**config.mk**
```make
export PLATFORM = sky130hd
export DESIGN_NAME = sexpr_tokenizer
export DESIGN_NICKNAME = d
export VERILOG_FILES = /design/src/design/stz_pkg.sv /design/src/design/sexpr_tokenizer.sv /design/src/design/stz_decode.sv /design/src/design/stz_token.sv
export VERILOG_INCLUDE_DIRS = /design/src /design/src/design
export SDC_FILE = /design/constraint.sdc
export NUM_CORES = 1
export LEC_CHECK = 0
export BUFFER_PORTS_ARGS = -buffer_cell sky130_fd_sc_hd__clkbuf_2
export CORE_AREA = 2 2 116 107
export CTS_BUF_LIST = sky130_fd_sc_hd__clkbuf_8 sky130_fd_sc_hd__clkbuf_16
export CTS_CLUSTER_DIAMETER = 60
export DETAILED_ROUTE_END_ITERATION = 6
export DIE_AREA = 0 0 118 109
export PLACE_DENSITY_LB_ADDON = 0.2
export REMOVE_ABC_BUFFERS = 1
export SLEW_MARGIN = 30
export SYNTH_ARGS = -nofsm -noshare
export SYNTH_HDL_FRONTEND = slang
export SYNTH_SLANG_ARGS = --single-unit
```
**constraint.sdc**
```tcl
create_clock -name i_clk -period 17.3 [get_ports i_clk]
set_input_delay 2.595 -clock i_clk [delete_from_list [all_inputs] [get_ports i_clk]]
set_output_delay 2.595 -clock i_clk [all_outputs]
set_load 0.03 [all_outputs]
```
**src/design/sexpr_tokenizer_assert.svh**
```systemverilog
// Assertion macros used by the tokenizer top module.
`ifndef SEXPR_TOKENIZER_ASSERT_SVH
`define SEXPR_TOKENIZER_ASSERT_SVH

// Checks a property at every rising clock edge outside reset.
`define STZ_ASSERT(label, prop, msg) \
    label: assert property (@(posedge i_clk) disable iff (!i_rst_n) prop) else $error(msg);

// Checks that a condition in one cycle is followed by an expression in the next.
`define STZ_ASSERT_NEXT(label, cond, expr, msg) \
    label: assert property (@(posedge i_clk) disable iff (!i_rst_n) \
        (cond) |=> (expr)) else $error(msg);

`endif

```
**src/design/stz_pkg.sv**
```systemverilog
// Types, character codes and scan mode codes shared by the tokenizer modules.
`default_nettype none

package stz_pkg;

    localparam int MaxTokenLen = 255;
    localparam int MaxDepth    = 255;

    localparam int NumOps = 4;
    localparam int IdxW   = $clog2(NumOps);
    localparam int CntW   = $clog2(NumOps + 1);

    localparam logic [1:0] ModeStart   = 2'd0;
    localparam logic [1:0] ModeBlock   = 2'd1;
    localparam logic [1:0] ModeComment = 2'd2;

    localparam logic [7:0] ChQuote     = 8'h22;
    localparam logic [7:0] ChLParen    = 8'h28;
    localparam logic [7:0] ChRParen    = 8'h29;
    localparam logic [7:0] ChLBrack    = 8'h5B;
    localparam logic [7:0] ChRBrack    = 8'h5D;
    localparam logic [7:0] ChSlash     = 8'h2F;
    localparam logic [7:0] ChBackslash = 8'h5C;
    localparam logic [7:0] ChNewline   = 8'h0A;

    typedef struct packed {
        logic [1:0] mode;
        logic       pending;
        logic       skip;
        logic       quote;
    } t_ctl;

    typedef struct packed {
        logic       valid;
        logic       is_end;
        logic [7:0] data;
    } t_op;

    typedef struct packed {
        logic       kind;
        logic [7:0] data;
        logic       trunc;
    } t_res;

endpackage

`default_nettype wire

```
**src/design/sexpr_tokenizer.sv**
```systemverilog
// An accepted word is held in the input register, decoded, and its results are loaded into the output buffer.
// Throughput: one input word per cycle while each word yields at most one result and
// the output is ready; a word that yields several results holds the four-entry output buffer
// until its last result is taken. Words that yield no result are consumed without touching the buffer.
// Reset is synchronous, active low, and clears the scan state and empties both buffers.
`default_nettype none

`include "sexpr_tokenizer_assert.svh"

module sexpr_tokenizer #(
    parameter int MAX_TOKEN_LEN = stz_pkg::MaxTokenLen,
    parameter int MAX_DEPTH     = stz_pkg::MaxDepth
) (
    input  wire logic       i_clk,
    input  wire logic       i_rst_n,
    input  wire logic       i_in_valid,
    output logic            o_in_ready,
    input  wire logic [7:0] i_in_byte,
    input  wire logic       i_end_of_input,
    output logic            o_out_valid,
    input  wire logic       i_out_ready,
    output logic            o_kind,
    output logic [7:0]      o_token_byte,
    output logic            o_truncated,
    output logic            o_last
);

    localparam int LenW   = $clog2(MAX_TOKEN_LEN + 1);
    localparam int DepthW = $clog2(MAX_DEPTH + 1);

    logic                                  r_in_valid;
    logic [7:0]                            r_in_byte;
    logic                                  r_in_eoi;

    stz_pkg::t_ctl                         r_ctl;
    stz_pkg::t_ctl                         n_ctl;
    logic [DepthW-1:0]                     r_depth;
    logic [DepthW-1:0]                     n_depth;
    logic [LenW-1:0]                       r_len;
    logic [LenW-1:0]                       n_len;
    logic                                  r_ovf;
    logic                                  n_ovf;

    stz_pkg::t_op  [stz_pkg::NumOps-1:0]   ops;
    stz_pkg::t_res [stz_pkg::NumOps-1:0]   n_res;
    logic [stz_pkg::CntW-1:0]              n_cnt;

    stz_pkg::t_res [stz_pkg::NumOps-1:0]   r_res;
    logic [stz_pkg::CntW-1:0]              r_cnt;
    logic [stz_pkg::IdxW-1:0]              r_idx;

    logic out_take;
    logic can_load;
    logic consume;
    logic load;

    stz_decode #(
        .MAX_DEPTH (MAX_DEPTH)
    ) u_decode (
        .i_byte  (r_in_byte),
        .i_eoi   (r_in_eoi),
        .i_ctl   (r_ctl),
        .i_depth (r_depth),
        .o_ops   (ops),
        .o_ctl   (n_ctl),
        .o_depth (n_depth)
    );

    stz_token #(
        .MAX_TOKEN_LEN (MAX_TOKEN_LEN)
    ) u_token (
        .i_ops (ops),
        .i_len (r_len),
        .i_ovf (r_ovf),
        .o_len (n_len),
        .o_ovf (n_ovf),
        .o_res (n_res),
        .o_cnt (n_cnt)
    );

    assign o_out_valid  = (r_cnt != '0);
    assign out_take     = o_out_valid && i_out_ready;
    assign o_kind       = r_res[r_idx].kind;
    assign o_token_byte = r_res[r_idx].data;
    assign o_truncated  = r_res[r_idx].trunc;
    assign o_last       = (r_cnt == stz_pkg::CntW'(1));

    assign can_load   = (r_cnt == '0) || (o_last && i_out_ready);
    assign consume    = r_in_valid && (can_load || (n_cnt == '0));
    assign load       = consume && (n_cnt != '0);
    assign o_in_ready = !r_in_valid || consume;

    always_ff @(posedge i_clk) begin
        if (!i_rst_n) begin
            r_in_valid <= 1'b0;
        end else if (i_in_valid && o_in_ready) begin
            r_in_valid <= 1'b1;
        end else if (consume) begin
            r_in_valid <= 1'b0;
        end
    end

    always_ff @(posedge i_clk) begin
        if (i_in_valid && o_in_ready) begin
            r_in_byte <= i_in_byte;
            r_in_eoi  <= i_end_of_input;
        end
    end

    always_ff @(posedge i_clk) begin
        if (!i_rst_n) begin
            r_ctl   <= '0;
            r_depth <= '0;
            r_len   <= '0;
            r_ovf   <= 1'b0;
        end else if (consume) begin
            r_ctl   <= n_ctl;
            r_depth <= n_depth;
            r_len   <= n_len;
            r_ovf   <= n_ovf;
        end
    end

    always_ff @(posedge i_clk) begin
        if (!i_rst_n) begin
            r_cnt <= '0;
            r_idx <= '0;
        end else if (load) begin
            r_cnt <= n_cnt;
            r_idx <= '0;
        end else if (out_take) begin
            r_cnt <= r_cnt - stz_pkg::CntW'(1);
            r_idx <= r_idx + stz_pkg::IdxW'(1);
        end
    end

    always_ff @(posedge i_clk) begin
        if (load) begin
            r_res <= n_res;
        end
    end

    `STZ_ASSERT(a_cnt_max, r_cnt <= stz_pkg::CntW'(stz_pkg::NumOps), "result count overflow")
    `STZ_ASSERT(a_depth_max, r_depth <= DepthW'(MAX_DEPTH), "nesting depth above limit")
    `STZ_ASSERT(a_len_max, r_len <= LenW'(MAX_TOKEN_LEN), "token length above limit")
    `STZ_ASSERT(a_slash_start, r_ctl.pending |-> (r_ctl.mode == stz_pkg::ModeStart), "held slash")
    `STZ_ASSERT_NEXT(a_burst_cont, out_take && !o_last, o_out_valid, "result burst broken")
    `STZ_ASSERT_NEXT(a_in_hold, r_in_valid && !consume, r_in_valid, "held word lost")

endmodule

`default_nettype wire

```
**src/design/stz_decode.sv**
```systemverilog
// Byte classifier that turns one input word into token operations and the next scan state.
`default_nettype none

module stz_decode #(
    parameter int MAX_DEPTH = stz_pkg::MaxDepth
) (
    input  wire logic [7:0]                              i_byte,
    input  wire logic                                    i_eoi,
    input  wire stz_pkg::t_ctl                           i_ctl,
    input  wire logic [$clog2(MAX_DEPTH + 1)-1:0]        i_depth,
    output stz_pkg::t_op [stz_pkg::NumOps-1:0]           o_ops,
    output stz_pkg::t_ctl                                o_ctl,
    output logic [$clog2(MAX_DEPTH + 1)-1:0]             o_depth
);

    localparam int DepthW = $clog2(MAX_DEPTH + 1);

    function automatic stz_pkg::t_op op_add(input logic [7:0] ch);
        stz_pkg::t_op op;
        op.valid  = 1'b1;
        op.is_end = 1'b0;
        op.data   = ch;
        return op;
    endfunction

    function automatic stz_pkg::t_op op_end();
        stz_pkg::t_op op;
        op.valid  = 1'b1;
        op.is_end = 1'b1;
        op.data   = 8'h00;
        return op;
    endfunction

    logic is_space;
    logic word;

    assign is_space = (i_byte == 8'h20) || (i_byte == 8'h09) || (i_byte == 8'h0A) ||
                      (i_byte == 8'h0B) || (i_byte == 8'h0C) || (i_byte == 8'h0D);

    always_comb begin
        o_ops   = '0;
        o_ctl   = i_ctl;
        o_depth = i_depth;
        word    = 1'b0;
        if (i_eoi) begin
            if (i_ctl.pending) begin
                o_ops[0] = op_add(stz_pkg::ChSlash);
            end
            o_ops[1]      = op_end();
            o_ctl.mode    = stz_pkg::ModeStart;
            o_ctl.pending = 1'b0;
            o_ctl.skip    = 1'b0;
            o_ctl.quote   = 1'b0;
            o_depth       = '0;
        end else if (i_ctl.skip) begin
            o_ctl.skip = 1'b0;
        end else begin
            case (i_ctl.mode)
                stz_pkg::ModeBlock: begin
                    if (i_ctl.quote) begin
                        if (i_byte == stz_pkg::ChQuote) begin
                            o_ops[1]   = op_add(i_byte);
                            o_ops[2]   = op_end();
                            o_ctl.mode = stz_pkg::ModeStart;
                        end else if (i_byte == stz_pkg::ChBackslash) begin
                            o_ctl.skip = 1'b1;
                        end else begin
                            o_ops[1] = op_add(i_byte);
                        end
                    end else if (i_byte == stz_pkg::ChLParen) begin
                        o_ops[1] = op_add(i_byte);
                        if (i_depth < DepthW'(MAX_DEPTH)) begin
                            o_depth = i_depth + DepthW'(1);
                        end
                    end else if (i_byte == stz_pkg::ChRParen) begin
                        o_ops[1] = op_add(i_byte);
                        if (i_depth <= DepthW'(1)) begin
                            o_depth    = '0;
                            o_ops[2]   = op_end();
                            o_ctl.mode = stz_pkg::ModeStart;
                        end else begin
                            o_depth = i_depth - DepthW'(1);
                        end
                    end else begin
                        o_ops[1] = op_add(i_byte);
                    end
                end
                stz_pkg::ModeComment: begin
                    if (i_byte == stz_pkg::ChNewline) begin
                        o_ops[1]   = op_end();
                        o_ctl.mode = stz_pkg::ModeStart;
                    end
                end
                default: begin
                    if (i_ctl.pending) begin
                        o_ctl.pending = 1'b0;
                        if (i_byte == stz_pkg::ChSlash) begin
                            o_ctl.mode = stz_pkg::ModeComment;
                        end else begin
                            o_ops[0] = op_add(stz_pkg::ChSlash);
                            word     = 1'b1;
                        end
                    end else begin
                        word = 1'b1;
                    end
                end
            endcase
        end

        if (word) begin
            if (is_space) begin
                o_ops[1] = op_end();
            end else if (i_byte == stz_pkg::ChBackslash) begin
                o_ctl.skip = 1'b1;
            end else if (i_byte == stz_pkg::ChQuote) begin
                o_ops[1]    = op_add(i_byte);
                o_ctl.mode  = stz_pkg::ModeBlock;
                o_ctl.quote = 1'b1;
                o_depth     = '0;
            end else if (i_byte == stz_pkg::ChLParen) begin
                o_ops[1]    = op_add(i_byte);
                o_ctl.mode  = stz_pkg::ModeBlock;
                o_ctl.quote = 1'b0;
                o_depth     = DepthW'(1);
            end else if ((i_byte == stz_pkg::ChRParen) || (i_byte == stz_pkg::ChLBrack) ||
                         (i_byte == stz_pkg::ChRBrack)) begin
                o_ops[1] = op_end();
                o_ops[2] = op_add(i_byte);
                o_ops[3] = op_end();
            end else if (i_byte == stz_pkg::ChSlash) begin
                o_ctl.pending = 1'b1;
            end else begin
                o_ops[1] = op_add(i_byte);
            end
        end
    end

endmodule

`default_nettype wire

```
**src/design/stz_token.sv**
```systemverilog
// Token length tracker that applies the operations of one word and packs its results.
`default_nettype none

module stz_token #(
    parameter int MAX_TOKEN_LEN = stz_pkg::MaxTokenLen
) (
    input  wire stz_pkg::t_op [stz_pkg::NumOps-1:0]      i_ops,
    input  wire logic [$clog2(MAX_TOKEN_LEN + 1)-1:0]    i_len,
    input  wire logic                                    i_ovf,
    output logic [$clog2(MAX_TOKEN_LEN + 1)-1:0]         o_len,
    output logic                                         o_ovf,
    output stz_pkg::t_res [stz_pkg::NumOps-1:0]          o_res,
    output logic [stz_pkg::CntW-1:0]                     o_cnt
);

    localparam int LenW = $clog2(MAX_TOKEN_LEN + 1);

    always_comb begin
        logic [LenW-1:0]          len;
        logic                     ovf;
        logic [stz_pkg::CntW-1:0] cnt;
        len   = i_len;
        ovf   = i_ovf;
        cnt   = '0;
        o_res = '0;
        for (int s = 0; s < stz_pkg::NumOps; s++) begin
            if (i_ops[s].valid) begin
                if (i_ops[s].is_end) begin
                    if (len != '0) begin
                        o_res[cnt[stz_pkg::IdxW-1:0]].kind  = 1'b1;
                        o_res[cnt[stz_pkg::IdxW-1:0]].data  = 8'h00;
                        o_res[cnt[stz_pkg::IdxW-1:0]].trunc = ovf;
                        cnt = cnt + stz_pkg::CntW'(1);
                    end
                    len = '0;
                    ovf = 1'b0;
                end else if (len >= LenW'(MAX_TOKEN_LEN)) begin
                    ovf = 1'b1;
                end else begin
                    o_res[cnt[stz_pkg::IdxW-1:0]].kind  = 1'b0;
                    o_res[cnt[stz_pkg::IdxW-1:0]].data  = i_ops[s].data;
                    o_res[cnt[stz_pkg::IdxW-1:0]].trunc = 1'b0;
                    cnt = cnt + stz_pkg::CntW'(1);
                    len = len + LenW'(1);
                end
            end
        end
        o_len = len;
        o_ovf = ovf;
        o_cnt = cnt;
    end

endmodule

`default_nettype wire
```
==> flow_results.xml <==
<?xml version="1.0" encoding="UTF-8"?>
<metrics>
  <group name="yosys">
    <metric name="post_synth_most_frequent_cells" unit="">67 x sky130_fd_sc_hd__nand2_1, 67 x sky130_fd_sc_hd__nor2_1, 49 x sky130_fd_sc_hd__edfxtp_1</metric>
    <metric name="yosys_warnings" unit="">0</metric>
    <metric name="number_of_enable_type_register_cells_in_the_synthesized_netlist" unit="">49</metric>
    <metric name="mappedNetlistArea" unit="mm2">0.00570</metric>
    <metric name="synthDistinctLibCells" unit="">83</metric>
    <metric name="post-synth-top-area-fraction" unit="">0.258</metric>
    <metric name="synthesis.area_per_instance" unit="um2">8.98</metric>
    <metric name="yosysTopAreaCell" unit="">sky130_fd_sc_hd__edfxtp_1</metric>
    <metric name="async_flop_share" unit="">0</metric>
    <metric name="ys.flop_type" unit="">sky130_fd_sc_hd__edfxtp_1</metric>
    <metric name="synth.area.top_cells" unit="">sky130_fd_sc_hd__edfxtp_1 26%, sky130_fd_sc_hd__dfxtp_1 9.8%, sky130_fd_sc_hd__ha_1 5.3%</metric>
    <metric name="postSynthCellCount" unit="">635</metric>
    <metric name="synth_sequential_area_ratio" unit="">0.356</metric>
    <metric name="flop_and_latch_count_out_of_synthesis" unit="">77</metric>
  </group>
  <group name="placement">
    <metric name="place.detailed.instances" unit="">795</metric>
    <metric name="routabilityCongestion" unit="">0.977</metric>
    <metric name="place.port_buffers" unit="">25</metric>
    <metric name="post-dp-hpwl" unit="um">11300</metric>
  </group>
  <group name="global_routing">
    <metric name="grt_overflow_total" unit="">0</metric>
    <metric name="grt_first_pass_wirelength" unit="um">24700</metric>
    <metric name="first_global_vias" unit="">4667</metric>
    <metric name="pin_count_of_the_biggest_net_entering_global_routing" unit="">35</metric>
    <metric name="antenna_violations_before_repair" unit="">0</metric>
    <metric name="globalRouteTotalUtil" unit="">0.245</metric>
  </group>
  <group name="route">
    <metric name="remaining_drc_errors" unit="">0</metric>
    <metric name="drtAntennaViolNets" unit="">0</metric>
    <metric name="num_vias" unit="">5086</metric>
    <metric name="post_dr_vias_cell" unit="">6.27</metric>
    <metric name="drt-wirelength-per-cell" unit="um">18.9</metric>
    <metric name="total_routed_wirelength" unit="um">15300</metric>
    <metric name="detailedRoute.firstPassIterationCount" unit="">5</metric>
    <metric name="initialDrtViolationCount" unit="">468</metric>
  </group>
  <group name="clocking">
    <metric name="number_of_h_tree_branching_levels" unit="">3</metric>
    <metric name="cts_setup_buffers" unit="">0</metric>
    <metric name="clock_tree_from_tritoncts" unit="">built</metric>
    <metric name="cts.repair.resized" unit="">0</metric>
    <metric name="cts.clk_slew.worst_paths" unit="ns">0.07</metric>
    <metric name="clock_tree.buffer_depth" unit="">2</metric>
    <metric name="cts.sinks" unit="">77</metric>
    <metric name="cts_hold_buffers" unit="">0</metric>
    <metric name="clock_insertion_delay_worst_skew" unit="ns">0.35</metric>
    <metric name="root_buffer" unit="">sky130_fd_sc_hd__clkbuf_16</metric>
    <metric name="cts_made_buffers" unit="">9</metric>
  </group>
  <group name="worst_setup_path">
    <metric name="critical_path_buf_inv_count" unit="">4</metric>
    <metric name="worst-r2r-setup-slack" unit="ns">9.50</metric>
    <metric name="timing.critical_path.slowest_stage_cell" unit="">sky130_fd_sc_hd__or4b_1</metric>
    <metric name="critical_path_class" unit="">flop to output pin</metric>
    <metric name="cp_max_fo" unit="">12</metric>
    <metric name="timing.critical_path.max_delay_family" unit="">simple AND/OR/NAND/NOR gates</metric>
    <metric name="critical_path_startpoint_category" unit="">flop</metric>
    <metric name="worst-endpoint-required" unit="ns">14.70</metric>
    <metric name="setup.worst_path.end_class" unit="">output pin</metric>
    <metric name="timing.critical_path.slowest_cell_delay" unit="ns">0.67</metric>
    <metric name="arrival" unit="ns">7.17</metric>
  </group>
  <group name="sta">
    <metric name="slew_headroom" unit="">0.452</metric>
    <metric name="maxSlewViolCount" unit="">0</metric>
    <metric name="clock-skew-final" unit="ns">0.00887</metric>
    <metric name="setup_viol" unit="">0</metric>
    <metric name="clock.fmax" unit="MHz">102</metric>
    <metric name="finalHoldViolCount" unit="">0</metric>
    <metric name="fin_crit" unit="ns">9.77</metric>
    <metric name="grt_setup_unrepaired" unit="">no</metric>
    <metric name="fin_tns_setup" unit="ns">0</metric>
    <metric name="worst_pin_slew" unit="ns">0.821</metric>
    <metric name="whs" unit="ns">0.503</metric>
    <metric name="layout_worst_path_cycle_share" unit="">0.565</metric>
  </group>
  <group name="die">
    <metric name="floorplan.die.width" unit="um">118</metric>
    <metric name="coreArea" unit="mm2">0.0117</metric>
    <metric name="initial_utilization" unit="">0.486</metric>
    <metric name="placementRows" unit="">38</metric>
    <metric name="die_h" unit="um">109</metric>
    <metric name="ios" unit="">26</metric>
    <metric name="die_area" unit="mm2">0.0129</metric>
  </group>
  <group name="outcome">
    <metric name="status" unit="">finished, final reports clean</metric>
  </group>
  <group name="layout">
    <metric name="fillCellCount" unit="">1068</metric>
    <metric name="instances_no_fill" unit="">811</metric>
    <metric name="area_growth" unit="%">9.13</metric>
    <metric name="design.final.nets" unit="">683</metric>
    <metric name="antenna_cells_inserted" unit="">0</metric>
    <metric name="drive_above_1_share" unit="">0.135</metric>
  </group>
  <group name="pwr">
    <metric name="vdd_drop_max" unit="uV">82.5</metric>
    <metric name="total_leakage_power" unit="nW">2.33</metric>
    <metric name="power_per_cell_area" unit="mW/mm2">92.1</metric>
  </group>
  <group name="min_path">
    <metric name="holdCritPathClass" unit="">flop to flop</metric>
  </group>
  <group name="job">
    <metric name="max_cap_viol_count" unit="">0</metric>
  </group>
</metrics>
[routing by layer]
layer / track usage / part of all wire / vias up
met5: 0 / 0 / -
met4: 0.0731 / 0.014 / 0
met3: 0.0424 / 0.066 / 24
met2: 0.377 / 0.44 / 207
met1: 0.356 / 0.48 / 2449
li1: - / - / 2406
[path summary, 6_finish.rpt]
path                startpoint    endpoint  cells past startpoint
hold reg to reg       r_ctl[3]    r_ctl[3]                      2
setup reg to reg  r_in_byte[6]  r_depth[5]                     29
hold / removal        r_ctl[3]    r_ctl[3]                      2
setup / recovery  r_in_byte[6]  o_in_ready                     28
[registers in the layout (all words and copies together) (netlist names)]
register / count
r_cnt: 3
r_idx: 2
r_ctl: 5
r_len: 8
r_res: 40
r_in_eoi: 1
r_ovf: 1
r_in_byte: 8
r_in_valid: 1
r_depth: 8
[through the flow]
step	setup WS, ns	utilization	power, mW	cell area (um2)
floorplan	9.08	-	0.352	5590
global placement	8.33	0.506	0.394	5940
detailed placement	7.99	0.506	0.395	5940
CTS	7.60	0.529	0.575	6220
global route	6.95	0.530	0.600	6220
finish	7.53	0.530	0.573	6220
[area by class of cell]
type | count | area, um2 | area share
Clock buffer | 9 | 225 | 0.0362
Clock inverter | 7 | 53.8 | 0.00865
Inverter | 28 | 105 | 0.0169
Multi-Input combinational cell | 502 | 3460 | 0.556
Sequential cell | 77 | 2030 | 0.327
Tap cell | 160 | 200 | 0.0322
Timing Repair Buffer | 28 | 148 | 0.0237
[cells in the final DEF (no fill, tap or decap), types with 4 or more instances in the layout]
cell,count
sky130_fd_sc_hd__a211oi_1,5
sky130_fd_sc_hd__a21o_1,8
sky130_fd_sc_hd__a21oi_1,30
sky130_fd_sc_hd__a31o_2,5
sky130_fd_sc_hd__a31oi_1,11
sky130_fd_sc_hd__a32o_1,4
sky130_fd_sc_hd__and2_1,32
sky130_fd_sc_hd__and3_1,16
sky130_fd_sc_hd__clkbuf_16,9
sky130_fd_sc_hd__clkbuf_2,25
sky130_fd_sc_hd__dfxtp_1,28
sky130_fd_sc_hd__edfxtp_1,49
sky130_fd_sc_hd__ha_1,24
sky130_fd_sc_hd__inv_1,26
sky130_fd_sc_hd__mux2_2,5
sky130_fd_sc_hd__mux2i_1,16
sky130_fd_sc_hd__mux4_2,10
sky130_fd_sc_hd__nand2_1,67
sky130_fd_sc_hd__nand2b_1,8
sky130_fd_sc_hd__nand3_1,18
sky130_fd_sc_hd__nand4_1,7
sky130_fd_sc_hd__nor2_1,67
sky130_fd_sc_hd__nor2b_1,7
sky130_fd_sc_hd__nor3_1,15
sky130_fd_sc_hd__nor3b_1,5
sky130_fd_sc_hd__nor4_1,5
sky130_fd_sc_hd__o211ai_1,7
sky130_fd_sc_hd__o21ai_0,23
sky130_fd_sc_hd__o22ai_1,4
sky130_fd_sc_hd__o31ai_1,5
sky130_fd_sc_hd__or3_1,5
sky130_fd_sc_hd__or4_1,5
sky130_fd_sc_hd__xnor2_1,10
[power by group]
part / switching, mW / internal [mW]
Combinational: 0.0973 / 0.0597
Clock: 0.0815 / 0.0992
Sequential: 0.0212 / 0.214
[worst min-delay path: stages, from the launching register on]
cell and delay, ns:
sky130_fd_sc_hd__dfxtp_1 0.33, sky130_fd_sc_hd__nand2_1 0.06, sky130_fd_sc_hd__o32ai_1 0.06
[kinds of logic after synthesis]
logic type,Yosys count,share of synthesized area
fa+ha+maj,24,0.0527
flops,77,0.356
mux,31,0.0775
xor+xnor,13,0.0200
other cells,1,0.000658
simple gates,279,0.255
compound gates,153,0.199
buf+inv,57,0.0388
Power figures use the tool's default switching activity.
